<file path="src/design/phf_pkg.sv">
// Package for the pcapng HCI packet framer: request/response payload types,
// command and register codes, and the sequencer program ROM.
// Used by pcapng_hci_packet_framer; depends on nothing else.
package phf_pkg;

   // Command codes carried in the func field.
   localparam logic [1:0] FUNC_FILE_HDR = 2'd0;
   localparam logic [1:0] FUNC_START    = 2'd1;
   localparam logic [1:0] FUNC_PAYLOAD  = 2'd2;

   // Configuration register indexes.
   localparam logic CSR_LINK_TYPE   = 1'b0;
   localparam logic CSR_SNAP_LENGTH = 1'b1;

   localparam logic [15:0] LINK_TYPE_RESET   = 16'd187;
   localparam logic [31:0] SNAP_LENGTH_RESET = 32'd0;

   // Enhanced packet block bytes outside the padded data: 28 header + 4 trailer.
   localparam int EPB_OVERHEAD = 32;

   typedef struct packed {
      logic [1:0]  func;
      logic [7:0]  h4_kind;
      logic [10:0] payload_len;
      logic [7:0]  data_byte;
   } req_payload_type;

   typedef struct packed {
      logic [7:0] out_byte;
      logic       block_end;
      logic       run_last;
   } rsp_payload_type;

   // Byte source for one step of the program.
   typedef enum logic [4:0] {
      SRC_CONST,
      SRC_LINK_LO,
      SRC_LINK_HI,
      SRC_SNAP0,
      SRC_SNAP1,
      SRC_SNAP2,
      SRC_SNAP3,
      SRC_BLEN0,
      SRC_BLEN1,
      SRC_BLEN2,
      SRC_BLEN3,
      SRC_TOT0,
      SRC_TOT1,
      SRC_TOT2,
      SRC_TOT3,
      SRC_KIND,
      SRC_DATA
   } src_type;

   // What the sequencer does after the step.
   typedef enum logic [1:0] {
      SEQ_NEXT,        // go to the following step
      SEQ_DONE,        // last byte of this request
      SEQ_FIN_IF_EMPTY,// payload complete: enter padding/trailer, else done
      SEQ_PAD_LOOP     // repeat while pad bytes remain
   } seq_type;

   typedef struct packed {
      src_type    src;
      logic [7:0] const_byte;
      logic       block_end;
      seq_type    seq;
   } ctrl_type;

   localparam int PC_W = 7;

   localparam logic [PC_W-1:0] PC_SHB   = 7'd0;
   localparam logic [PC_W-1:0] PC_EPB   = 7'd48;
   localparam logic [PC_W-1:0] PC_DATA  = 7'd77;
   localparam logic [PC_W-1:0] PC_PAD   = 7'd78;
   localparam logic [PC_W-1:0] PC_TRAIL = 7'd79;

   function automatic ctrl_type cw(src_type src, logic [7:0] cb, logic be, seq_type seq);
      ctrl_type c;
      c.src        = src;
      c.const_byte = cb;
      c.block_end  = be;
      c.seq        = seq;
      return c;
   endfunction

   // Program ROM. Steps not listed emit a zero constant and fall through.
   function automatic ctrl_type rom(logic [PC_W-1:0] pc);
      ctrl_type c;
      c = cw(SRC_CONST, 8'h00, 1'b0, SEQ_NEXT);
      unique case (pc)
         // Section header block.
         7'd0, 7'd3:                   c = cw(SRC_CONST, 8'h0A, 1'b0, SEQ_NEXT);
         7'd1, 7'd2:                   c = cw(SRC_CONST, 8'h0D, 1'b0, SEQ_NEXT);
         7'd4, 7'd24:                  c = cw(SRC_CONST, 8'h1C, 1'b0, SEQ_NEXT);
         7'd8:                         c = cw(SRC_CONST, 8'h4D, 1'b0, SEQ_NEXT);
         7'd9:                         c = cw(SRC_CONST, 8'h3C, 1'b0, SEQ_NEXT);
         7'd10:                        c = cw(SRC_CONST, 8'h2B, 1'b0, SEQ_NEXT);
         7'd11:                        c = cw(SRC_CONST, 8'h1A, 1'b0, SEQ_NEXT);
         7'd12:                        c = cw(SRC_CONST, 8'h01, 1'b0, SEQ_NEXT);
         7'd20, 7'd21, 7'd22, 7'd23:   c = cw(SRC_CONST, 8'hFF, 1'b0, SEQ_NEXT);
         7'd27:                        c = cw(SRC_CONST, 8'h00, 1'b1, SEQ_NEXT);
         // Interface description block.
         7'd28:                        c = cw(SRC_CONST, 8'h01, 1'b0, SEQ_NEXT);
         7'd32, 7'd44:                 c = cw(SRC_CONST, 8'h14, 1'b0, SEQ_NEXT);
         7'd36:                        c = cw(SRC_LINK_LO, 8'h00, 1'b0, SEQ_NEXT);
         7'd37:                        c = cw(SRC_LINK_HI, 8'h00, 1'b0, SEQ_NEXT);
         7'd40:                        c = cw(SRC_SNAP0, 8'h00, 1'b0, SEQ_NEXT);
         7'd41:                        c = cw(SRC_SNAP1, 8'h00, 1'b0, SEQ_NEXT);
         7'd42:                        c = cw(SRC_SNAP2, 8'h00, 1'b0, SEQ_NEXT);
         7'd43:                        c = cw(SRC_SNAP3, 8'h00, 1'b0, SEQ_NEXT);
         7'd47:                        c = cw(SRC_CONST, 8'h00, 1'b1, SEQ_DONE);
         // Enhanced packet block header and H4 type byte.
         7'd48:                        c = cw(SRC_CONST, 8'h06, 1'b0, SEQ_NEXT);
         7'd52, 7'd79:                 c = cw(SRC_BLEN0, 8'h00, 1'b0, SEQ_NEXT);
         7'd53, 7'd80:                 c = cw(SRC_BLEN1, 8'h00, 1'b0, SEQ_NEXT);
         7'd54, 7'd81:                 c = cw(SRC_BLEN2, 8'h00, 1'b0, SEQ_NEXT);
         7'd55:                        c = cw(SRC_BLEN3, 8'h00, 1'b0, SEQ_NEXT);
         7'd68, 7'd72:                 c = cw(SRC_TOT0, 8'h00, 1'b0, SEQ_NEXT);
         7'd69, 7'd73:                 c = cw(SRC_TOT1, 8'h00, 1'b0, SEQ_NEXT);
         7'd70, 7'd74:                 c = cw(SRC_TOT2, 8'h00, 1'b0, SEQ_NEXT);
         7'd71, 7'd75:                 c = cw(SRC_TOT3, 8'h00, 1'b0, SEQ_NEXT);
         7'd76:                        c = cw(SRC_KIND, 8'h00, 1'b0, SEQ_FIN_IF_EMPTY);
         // Payload byte.
         7'd77:                        c = cw(SRC_DATA, 8'h00, 1'b0, SEQ_FIN_IF_EMPTY);
         // Padding, then the repeated block length.
         7'd78:                        c = cw(SRC_CONST, 8'h00, 1'b0, SEQ_PAD_LOOP);
         7'd82:                        c = cw(SRC_BLEN3, 8'h00, 1'b1, SEQ_DONE);
         default:                      c = cw(SRC_CONST, 8'h00, 1'b0, SEQ_NEXT);
      endcase
      return c;
   endfunction

endpackage

</file>
<file path="src/design/pcapng_hci_packet_framer.sv">
// A request sets running and pc; its first byte then goes to the output register.
// Throughput: one stream byte per cycle from the program ROM sequencer; a request holds
// the input until its bytes are out (48 for a file header, 29 or 36 for a start,
// 1 or 5 to 8 for a payload byte, none for a dropped request); output stalls pause it.
// Reset (synchronous, active high) closes any packet, restores link_type 187 and
// snap_length 0, and leaves the sequencer idle. Depends on phf_pkg.
module pcapng_hci_packet_framer #(
   parameter int MAX_PAYLOAD = 1024
) (
   input  logic                     clock,
   input  logic                     reset,
   input  logic                     req_valid,
   output logic                     req_stall,
   input  phf_pkg::req_payload_type req_payload,
   output logic                     rsp_valid,
   input  logic                     rsp_stall,
   output phf_pkg::rsp_payload_type rsp_payload,
   input  logic                     csr_write_enable,
   input  logic                     csr_index,
   input  logic [31:0]              csr_wdata
);

   // The 11-bit length field caps what saturation can ever yield.
   localparam int SatMax = (MAX_PAYLOAD > 2047) ? 2047 : MAX_PAYLOAD;
   localparam int CntW   = $clog2(SatMax + 1);
   localparam int TotW   = $clog2(SatMax + phf_pkg::EPB_OVERHEAD + 5);

   logic [15:0]                link_type_ff, link_type_in;
   logic [31:0]                snap_length_ff, snap_length_in;
   logic                       packet_open_ff, packet_open_in;
   logic [CntW-1:0]            bytes_left_ff, bytes_left_in;
   logic [TotW-1:0]            total_ff, total_in;
   logic [TotW-1:0]            blen_ff, blen_in;
   logic [1:0]                 pad_ff, pad_in;
   logic [1:0]                 pad_cnt_ff, pad_cnt_in;
   logic [7:0]                 kind_ff, kind_in;
   logic [7:0]                 data_ff, data_in;
   logic                       running_ff, running_in;
   logic [phf_pkg::PC_W-1:0]   pc_ff, pc_in;
   logic                       rsp_valid_ff, rsp_valid_in;
   phf_pkg::rsp_payload_type   rsp_payload_ff, rsp_payload_in;

   phf_pkg::ctrl_type          ctrl;
   logic                       req_accept;
   logic                       step;
   logic                       last;
   logic [7:0]                 sel_byte;
   logic [31:0]                blen_word;
   logic [31:0]                tot_word;
   logic [CntW-1:0]            plen_sat;
   logic [TotW-1:0]            start_total;
   logic [TotW-1:0]            start_padded;

   assign req_stall   = running_ff;
   assign req_accept  = req_valid && !running_ff;
   assign rsp_valid   = rsp_valid_ff;
   assign rsp_payload = rsp_payload_ff;

   assign ctrl      = phf_pkg::rom(pc_ff);
   assign step      = running_ff && (!rsp_valid_ff || !rsp_stall);
   assign blen_word = 32'(blen_ff);
   assign tot_word  = 32'(total_ff);

   // Length of a new packet: saturate, add the H4 byte, round up to a word.
   always_comb begin
      if (32'(req_payload.payload_len) > MAX_PAYLOAD) begin
         plen_sat = CntW'(SatMax);
      end else begin
         plen_sat = CntW'(req_payload.payload_len);
      end
      start_total  = TotW'(plen_sat) + TotW'(1);
      start_padded = (start_total + TotW'(3)) & ~TotW'(3);
   end

   always_comb begin
      unique case (ctrl.src)
         phf_pkg::SRC_CONST:   sel_byte = ctrl.const_byte;
         phf_pkg::SRC_LINK_LO: sel_byte = link_type_ff[7:0];
         phf_pkg::SRC_LINK_HI: sel_byte = link_type_ff[15:8];
         phf_pkg::SRC_SNAP0:   sel_byte = snap_length_ff[7:0];
         phf_pkg::SRC_SNAP1:   sel_byte = snap_length_ff[15:8];
         phf_pkg::SRC_SNAP2:   sel_byte = snap_length_ff[23:16];
         phf_pkg::SRC_SNAP3:   sel_byte = snap_length_ff[31:24];
         phf_pkg::SRC_BLEN0:   sel_byte = blen_word[7:0];
         phf_pkg::SRC_BLEN1:   sel_byte = blen_word[15:8];
         phf_pkg::SRC_BLEN2:   sel_byte = blen_word[23:16];
         phf_pkg::SRC_BLEN3:   sel_byte = blen_word[31:24];
         phf_pkg::SRC_TOT0:    sel_byte = tot_word[7:0];
         phf_pkg::SRC_TOT1:    sel_byte = tot_word[15:8];
         phf_pkg::SRC_TOT2:    sel_byte = tot_word[23:16];
         phf_pkg::SRC_TOT3:    sel_byte = tot_word[31:24];
         phf_pkg::SRC_KIND:    sel_byte = kind_ff;
         phf_pkg::SRC_DATA:    sel_byte = data_ff;
         default:              sel_byte = 8'h00;
      endcase
   end

   always_comb begin
      link_type_in   = link_type_ff;
      snap_length_in = snap_length_ff;
      packet_open_in = packet_open_ff;
      bytes_left_in  = bytes_left_ff;
      total_in       = total_ff;
      blen_in        = blen_ff;
      pad_in         = pad_ff;
      pad_cnt_in     = pad_cnt_ff;
      kind_in        = kind_ff;
      data_in        = data_ff;
      running_in     = running_ff;
      pc_in          = pc_ff;
      rsp_valid_in   = rsp_valid_ff;
      rsp_payload_in = rsp_payload_ff;
      last           = 1'b0;

      if (csr_write_enable) begin
         unique case (csr_index)
            phf_pkg::CSR_LINK_TYPE:   link_type_in   = csr_wdata[15:0];
            phf_pkg::CSR_SNAP_LENGTH: snap_length_in = csr_wdata;
            default:                  link_type_in   = link_type_ff;
         endcase
      end

      if (req_accept) begin
         priority if (req_payload.func == phf_pkg::FUNC_FILE_HDR) begin
            running_in = 1'b1;
            pc_in      = phf_pkg::PC_SHB;
         end else if (req_payload.func == phf_pkg::FUNC_START) begin
            running_in     = 1'b1;
            pc_in          = phf_pkg::PC_EPB;
            kind_in        = req_payload.h4_kind;
            bytes_left_in  = plen_sat;
            packet_open_in = (plen_sat != '0);
            total_in       = start_total;
            blen_in        = start_padded + TotW'(phf_pkg::EPB_OVERHEAD);
            pad_in         = 2'(start_padded - start_total);
         end else if (req_payload.func == phf_pkg::FUNC_PAYLOAD && packet_open_ff
                      && bytes_left_ff != '0) begin
            running_in     = 1'b1;
            pc_in          = phf_pkg::PC_DATA;
            data_in        = req_payload.data_byte;
            bytes_left_in  = bytes_left_ff - CntW'(1);
            packet_open_in = (bytes_left_ff != CntW'(1));
         end else begin
            // Unused command or payload byte outside a packet: no output.
            running_in = 1'b0;
         end
      end

      if (step) begin
         unique case (ctrl.seq)
            phf_pkg::SEQ_NEXT: begin
               pc_in = pc_ff + 1'b1;
            end
            phf_pkg::SEQ_DONE: begin
               running_in = 1'b0;
               last       = 1'b1;
            end
            phf_pkg::SEQ_FIN_IF_EMPTY: begin
               if (bytes_left_ff == '0) begin
                  pc_in      = (pad_ff != 2'd0) ? phf_pkg::PC_PAD : phf_pkg::PC_TRAIL;
                  pad_cnt_in = pad_ff;
               end else begin
                  running_in = 1'b0;
                  last       = 1'b1;
               end
            end
            phf_pkg::SEQ_PAD_LOOP: begin
               pad_cnt_in = pad_cnt_ff - 2'd1;
               if (pad_cnt_ff <= 2'd1) begin
                  pc_in = pc_ff + 1'b1;
               end
            end
            default: begin
               running_in = 1'b0;
            end
         endcase
         rsp_valid_in             = 1'b1;
         rsp_payload_in.out_byte  = sel_byte;
         rsp_payload_in.block_end = ctrl.block_end;
         rsp_payload_in.run_last  = last;
      end else if (rsp_valid_ff && !rsp_stall) begin
         rsp_valid_in = 1'b0;
      end
   end

   always_ff @(posedge clock) begin
      if (reset) begin
         link_type_ff   <= phf_pkg::LINK_TYPE_RESET;
         snap_length_ff <= phf_pkg::SNAP_LENGTH_RESET;
         packet_open_ff <= 1'b0;
         bytes_left_ff  <= '0;
         total_ff       <= '0;
         running_ff     <= 1'b0;
         pc_ff          <= phf_pkg::PC_SHB;
         rsp_valid_ff   <= 1'b0;
      end else begin
         link_type_ff   <= link_type_in;
         snap_length_ff <= snap_length_in;
         packet_open_ff <= packet_open_in;
         bytes_left_ff  <= bytes_left_in;
         total_ff       <= total_in;
         running_ff     <= running_in;
         pc_ff          <= pc_in;
         rsp_valid_ff   <= rsp_valid_in;
      end
   end

   always_ff @(posedge clock) begin
      blen_ff        <= blen_in;
      pad_ff         <= pad_in;
      pad_cnt_ff     <= pad_cnt_in;
      kind_ff        <= kind_in;
      data_ff        <= data_in;
      rsp_payload_ff <= rsp_payload_in;
   end

endmodule
</file>
<file path="config.mk">
export PLATFORM = sky130hd
export DESIGN_NAME = pcapng_hci_packet_framer
export DESIGN_NICKNAME = d
export VERILOG_FILES = /design/src/design/phf_pkg.sv /design/src/design/pcapng_hci_packet_framer.sv
export SDC_FILE = /design/constraint.sdc
export NUM_CORES = 1
export LEC_CHECK = 0
export BUFFER_PORTS_ARGS = -buffer_cell sky130_fd_sc_hd__buf_2
export CELL_PAD_IN_SITES_DETAIL_PLACEMENT = 0
export CELL_PAD_IN_SITES_GLOBAL_PLACEMENT = 1
export CORE_MARGIN = 2
export CORE_UTILIZATION = 46
export CTS_BUF_LIST = sky130_fd_sc_hd__clkbuf_8
export DETAILED_ROUTE_END_ITERATION = 10
export GPL_ROUTABILITY_DRIVEN = 0
export PLACE_DENSITY = 0.93
export SYNTH_ARGS = -nofsm -noshare
export SYNTH_HDL_FRONTEND = slang
export SYNTH_SLANG_ARGS = --single-unit
</file>
<file path="constraint.sdc">
create_clock -name clock -period 4.55 [get_ports clock]
set_clock_uncertainty 0.05 [all_clocks]
set_input_delay 0.91 -clock clock [delete_from_list [all_inputs] [get_ports clock]]
set_output_delay 0.91 -clock clock [all_outputs]
set_load 0.005 [all_outputs]
</file>
==> results of run 1 <==
==> registers in the layout, summed over array words and instances, names as in the netlist, 2 cells and up <==
register and flops:
pad_cnt_ff 2, blen_ff 9, ctrl 16, kind_ff 8, pad_ff 2, link_type_ff 16, data_ff 8, snap_length_ff 32
pc_ff 7, bytes_left_ff 11, total_ff 11, rsp_payload 10
==> where the power goes <==
part           leakage [nW]  switching, mW  internal [mW]
registers              1.14         0.0297           1.29
clock network         0.190          0.519          0.498
logic                  1.56          0.190          0.119
total                  2.89          0.739           1.90
==> layer usage <==
| metal | vias up | share of wire, % | GRT usage [%] |
|---|---|---|---|
| li1 | 2950 | - | - |
| met1 | 2870 | 46 | 33.0 |
| met2 | 235 | 45 | 35.6 |
| met3 | 29 | 6.5 | 5.82 |
| met4 | 0 | 1.8 | 7.65 |
| met5 | - | 0 | 0 |
==> critical path, cell delays in order, from the launching register on <==
cell and delay, ns:
dfxtp_1 0.33, inv_1 0.12, ha_1 0.16, nor4b_2 0.37, nand4_1 0.27, or2_0 0.42
o32ai_1 0.29, nor2_1 0.14, or2_2 0.34, ha_1 0.35, or4_1 0.58, a22o_1 0.25
o31ai_1 0.06
==> layout make-up <==
type | instances | area, sq um
Clock buffer | 17 | 234
Clock inverter | 15 | 166
Fill cell | 1368 | 6740
Inverter | 27 | 101
Multi-Input combinational cell | 574 | 3450
Sequential cell | 135 | 3090
Tap cell | 184 | 230
Timing Repair Buffer | 88 | 465
==> cell usage after synthesis (all sizes together) (9+ instances only) <==
| master | number |
|---|---|
| a22o | 11 |
| xnor2 | 13 |
| inv | 26 |
| nor3 | 15 |
| nand2 | 153 |
| a22oi | 17 |
| a31oi | 10 |
| nor2 | 55 |
| nand3 | 25 |
| dfxtp | 96 |
| a211oi | 10 |
| edfxtp | 39 |
| or3 | 9 |
| clkbuf | 34 |
| a221oi | 10 |
| nand2b | 9 |
| ha | 18 |
| o21ai | 27 |
| a21oi | 76 |
==> path summary, 6_finish.rpt <==
check                                      start  slack [ns]  cells after the start              to
worst max register to register  bytes_left_ff[1]        0.76                     12        ctrl[14]
worst min register to register           ctrl[2]        0.36                      0  rsp_payload[1]
worst max-delay path            bytes_left_ff[1]        0.76                     12        ctrl[14]
worst min-delay path                     ctrl[2]        0.36                      0  rsp_payload[1]
==> kinds of logic (layout without fill, tap and decap cells) <==
logic type | after synthesis | in the layout | share of synthesized area (%)
AOI/OAI and AO/OA | 208 | 208 | 20.8
xor gates and xnor gates | 19 | 19 | 2.44
adders and majority gates | 18 | 18 | 3.31
buffers and inverters | 67 | 147 | 4.02
DFF | 135 | 135 | 45.4
muxes | 6 | 6 | 1.30
and+or+nand+nor | 323 | 323 | 22.8
==> reports/qor.csv, run 1 <==
metric,value,unit
grt ovf,0,
Initial Util,47.0,%
first drt pass iteration count,5,
Slew @ Worst Pin,1.22,ns
post-synthesis sequential area ratio,45.4,%
Synth area leaders,"dfxtp_1 28%, edfxtp_1 17%, nand2_1 8.4%, a21oi_1 5.6%, ha_1 3.3%",
Clock Sinks,135,
min-delay worst type,reg2reg,
hold buffers post-CTS,0,
Setup Crit Path Kind,reg2reg,
Max IR drop VDD,0.000233,V
Crit. End Element,flop,
Max Fclk,0.264,GHz
pwr/cell area,341,mW/mm^2
global-route wire length before repair,29400,um
CTS tree,done,
Tot GR Track Use,23.5,%
Hold Slack,0.359,ns
crit path launch type,flop,
Routed Antenna Nets,0,
vias in the first global route,5640,
Final Worst Setup Slack,0.757,ns
Final period util,83.4,%
post-route cell area,0.00774,sq mm
Buffers on Ports,78,
DR DRC count,0,
Final Util,53.5,%
Syn-to-layout area delta,13.6,%
1st-iter DRT viols,536,
top cell type's share of synthesized area,28.2,%
setup tns final,0,ns
asr flop ratio synth,0,%
Max Cap Viol,0,
core area,0.0145,sq mm
pre-CTS setup slack,0.606,ns
fin. max-slew vios,0,
CTS Buf Count,17,
# resized after CTS,0,
Mapped Cells,776,
initial antenna violation count,0,
syn avg cell area,8.78,sq um
"flops & latches, synth",135,
status,"finished, final reports clean",
Final Hold Fails,0,
n_diodes,0,
Yosys top cell by area,dfxtp_1,
"commonest cells after routing, fill and taps aside","153 x nand2_1, 96 x dfxtp_1, 78 x buf_2",
share of cells above drive strength 1,17.4,%
# rows,44,
yosys warns,0,
"non-filler cells, final",1040,
Die Ht,126,um
Worst EP required,4.87,ns
leak pwr,2.89,nW
"Reg clk slew, reported paths",0.08,ns
final setup vio count,0,
DIE WIDTH,126,um
Placed Cells,1008,
"commonest non-fill, non-tap cell in the layout",nand2_1,
placed cell area,0.00734,sq mm
final wirelength,18300,um
CTS Buffer Depth,2,
number of enable flip-flop cells after synthesis,39,
RSZ-0062 raised after global routing,false,
CTS root buf,clkbuf_8,
"Clk Latency, worst-skew pair",0.45,ns
Post-Syn Area,0.00681,sq mm
largest net degree at the start of global routing,47,
drt wl/cell,17.5,um
nets@finish,928,
arrival time worst endpoint,4.11,ns
vias per cell,5.85,
Slew headroom,18.6,%
synthesized net count,861,
Boundary Pins,79,
Post-CTS Setup Inserts,0,
crit path time final,3.79,ns
Die ar.,0.0158,sq mm
Total Power,2.64,mW
htree depth,4,
largest fanout on the critical path,11,
post-synth cell types,83,
hpwl dp,12900,um
routed vias,6084,
Synth Flop Type,dfxtp_1,
(Power assumes the default switching activity.)
==> inputs of run 2 (changes only) <==
--- a/config.mk
+++ b/config.mk
@@ -9,11 +9,11 @@
 export CELL_PAD_IN_SITES_DETAIL_PLACEMENT = 0
 export CELL_PAD_IN_SITES_GLOBAL_PLACEMENT = 1
 export CORE_MARGIN = 2
-export CORE_UTILIZATION = 46
+export CORE_UTILIZATION = 42
 export CTS_BUF_LIST = sky130_fd_sc_hd__clkbuf_8
 export DETAILED_ROUTE_END_ITERATION = 10
 export GPL_ROUTABILITY_DRIVEN = 0
-export PLACE_DENSITY = 0.93
+export PLACE_DENSITY = 0.9
 export SYNTH_ARGS = -nofsm -noshare
 export SYNTH_HDL_FRONTEND = slang
 export SYNTH_SLANG_ARGS = --single-unit
==> constraint.sdc (replaced) <==
create_clock -name clock -period 3.2 [get_ports clock]
set_clock_uncertainty 0.05 [all_clocks]
set_input_delay 0.64 -clock clock [delete_from_list [all_inputs] [get_ports clock]]
set_output_delay 0.64 -clock clock [all_outputs]
set_load 0.005 [all_outputs]
==> reports/qor.csv, run 2 (synthesized netlist as in run 1, its figures left out) <==
metric,value,unit,change
status,"finished, final reports clean",,unchanged
CTS Buffer Depth,2,,unchanged
multi-input logic area,0.00349,sq mm,was 0.00345 sq mm
share of cells above drive strength 1,22.3,%,was 17.4%
FF-to-FF Start,bytes_left_ff[1],,unchanged
CTS root buf,clkbuf_8,,unchanged
"commonest non-fill, non-tap cell in the layout",nand2_1,,unchanged
max FFs per register,32,,unchanged
CTS Buf Count,17,,unchanged
R2R Setup Slk,0.19,ns,was 0.76 ns
placed cell area,0.00775,sq mm,was 0.00734 sq mm
worst hold stages,1,,was 0
Max Cap Viol,0,,unchanged
Buffers on Ports,78,,unchanged
1st-iter DRT viols,532,,was 536
hpwl dp,13900,um,was 12900 um
reg2reg end,ctrl[14],,unchanged
pre-CTS setup slack,-0.0354,ns,was 0.606 ns
Total Power,3.95,mW,was 2.64 mW
Clock Sinks,135,,unchanged
Slew @ Worst Pin,1.03,ns,was 1.22 ns
largest fanout on the critical path,4,,was 11
setup tns final,0,ns,unchanged
CP max stage cell,or4_1,,unchanged
"Reg clk slew, reported paths",0.08,ns,about the same
Max IR drop VDD,0.000335,V,was 0.000233 V
Clk pwr share,40.1,%,was 38.5%
Setup Crit Path Kind,reg2reg,,unchanged
Final Util,51.7,%,was 53.5%
Max Fclk,0.332,GHz,was 0.264 GHz
fin. max-slew vios,0,,unchanged
Crit. End Element,flop,,unchanged
# rows,46,,was 44
n_diodes,0,,unchanged
Slew headroom,30.9,%,was 18.6%
Placed Cells,1085,,was 1008
Hold Slack,0.316,ns,was 0.359 ns
Critical Path Most Common Cell,ha_1,,unchanged
core area,0.0159,sq mm,was 0.0145 sq mm
Initial Util,42.9,%,was 47.0%
Final Worst Setup Slack,0.189,ns,was 0.757 ns
initial antenna violation count,0,,unchanged
Gate power share,12.5,%,was 11.7%
delay of the slowest critical-path stage,0.53,ns,was 0.58 ns
DR DRC count,0,,unchanged
Seq. cell area,0.00309,sq mm,unchanged
global-route wire length before repair,30600,um,was 29400 um
Tot GR Track Use,22.1,%,was 23.5%
pwr/cell area,480,mW/mm^2,was 341 mW/mm^2
routed vias,6308,,was 6084
crit path launch type,flop,,unchanged
Die Ht,131,um,was 126 um
crit path time final,3.01,ns,was 3.79 ns
cell internal pwr,2.91,mW,was 1.90 mW
first drt pass iteration count,5,,unchanged
final setup vio count,0,,unchanged
vias in the first global route,6009,,was 5640
Final Hold Fails,0,,unchanged
drt wl/cell,17.0,um,was 17.5 um
crit-path cells,"inv_2, ha_1, nor4b_4, nand4_1, or2_1, o32ai_2, nor2_1, or2_4, ha_1, or4_1, a22o_1, o31ai_1",,"was inv_1, ha_1, nor4b_2, nand4_1, or2_0, o32ai_1, nor2_1, or2_2, ha_1, or4_1, a22o_1, o31ai_1"
post-route cell area,0.00822,sq mm,was 0.00774 sq mm
arrival time worst endpoint,3.32,ns,was 4.11 ns
share of power burned in registers,47.4,%,was 49.8%
vias per cell,5.64,,was 5.85
worst hold endpoint,kind_ff[6],,was rsp_payload[1]
Routed Antenna Nets,0,,unchanged
DIE WIDTH,131,um,was 126 um
"non-filler cells, final",1118,,was 1040
grt ovf,0,,unchanged
htree depth,4,,unchanged
HP Start,req_payload[25],,was ctrl[2]
leak pwr,3.16,nW,was 2.89 nW
Syn-to-layout area delta,20.7,%,was 13.6%
Net Sw Frac,26.2,%,was 28.0%
switching pwr,1.04,mW,was 0.739 mW
Worst EP required,3.51,ns,was 4.87 ns
nets@finish,974,,was 928
Die ar.,0.0173,sq mm,was 0.0158 sq mm
largest register by flop count,snap_length_ff,,unchanged
CTS tree,done,,unchanged
Final period util,94.1,%,was 83.4%
Boundary Pins,79,,unchanged
Fill cells,1521,,was 1368
RSZ-0062 raised after global routing,false,,unchanged
largest net degree at the start of global routing,35,,was 47
"Clk Latency, worst-skew pair",0.45,ns,about the same
"commonest cells after routing, fill and taps aside","153 x nand2_1, 96 x dfxtp_1, 78 x buf_2",,unchanged
Worst Reg-to-Reg Cells,12,,unchanged
min-delay worst type,in2reg,,was reg2reg
final wirelength,19000,um,was 18300 um
==> run 2: layout make-up <==
class | count | share of cell area [%]
Clock buffer | 18 | 3.01
Clock inverter | 14 | 2.39
Inverter | 27 | 1.29
Multi-Input combinational cell | 574 | 42.5
Sequential cell | 135 | 37.6
Tap cell | 216 | 3.29
Timing Repair Buffer | 134 | 9.86
==> run 2: worst max-delay path by stage <==
stage / from / endpoint / slack [ns] / cells after the start
2_1_floorplan: rsp_stall / ctrl[14] / 0.002 / 13
3_3_place_gp: req_payload[18] / blen_ff[9] / 0.08 / 12
3_5_place_dp: req_payload[18] / blen_ff[9] / -0.04 / 12
4_1_cts: bytes_left_ff[1] / ctrl[14] / 0.14 / 12
5_1_grt: bytes_left_ff[1] / ctrl[14] / 0.02 / 12
6_report: bytes_left_ff[1] / ctrl[14] / 0.19 / 12
==> run 2: per-layer routing <==
metal / part of all wire [%] / global-route usage (%) / routed length, um / vias up
met2: 46 / 34.9 / 8730 / 252
met1: 44 / 30.2 / 8450 / 2971
li1: - / - / - / 3037
met3: 7.0 / 4.98 / 1330 / 48
met4: 2.6 / 7.07 / 492 / 0
met5: 0 / 0 / 0 / -
==> run 2: repair_timing <==
action | in CTS | in global routing
hold buffers | 0 | 0
buffers inserted | 0 | 1
endpoints found under the setup margin | 0 | 1
resized for setup | 0 | 4
==> run 2: power by group through the flow <==
stage | Sequential (mW) | Combinational [mW] | Clock, mW
after global placement | 1.91 | 0.481 | 0
after detailed placement | 1.91 | 0.485 | 0
final | 1.87 | 0.491 | 1.58
after global routing | 1.88 | 0.543 | 1.67
after CTS | 1.87 | 0.488 | 1.60
after floorplan | 1.90 | 0.305 | 0
==> run 2: worst max-delay path: cells and delay by family, from the launching register on <==
family / cells / cell delay (ns)
buffers and inverters: 1 / 0.08
adder cells (fa/ha/maj): 2 / 0.35
AO/OA/AOI/OAI: 3 / 0.49
AND/OR/NAND/NOR: 6 / 1.63
flip-flops: 1 / 0.33
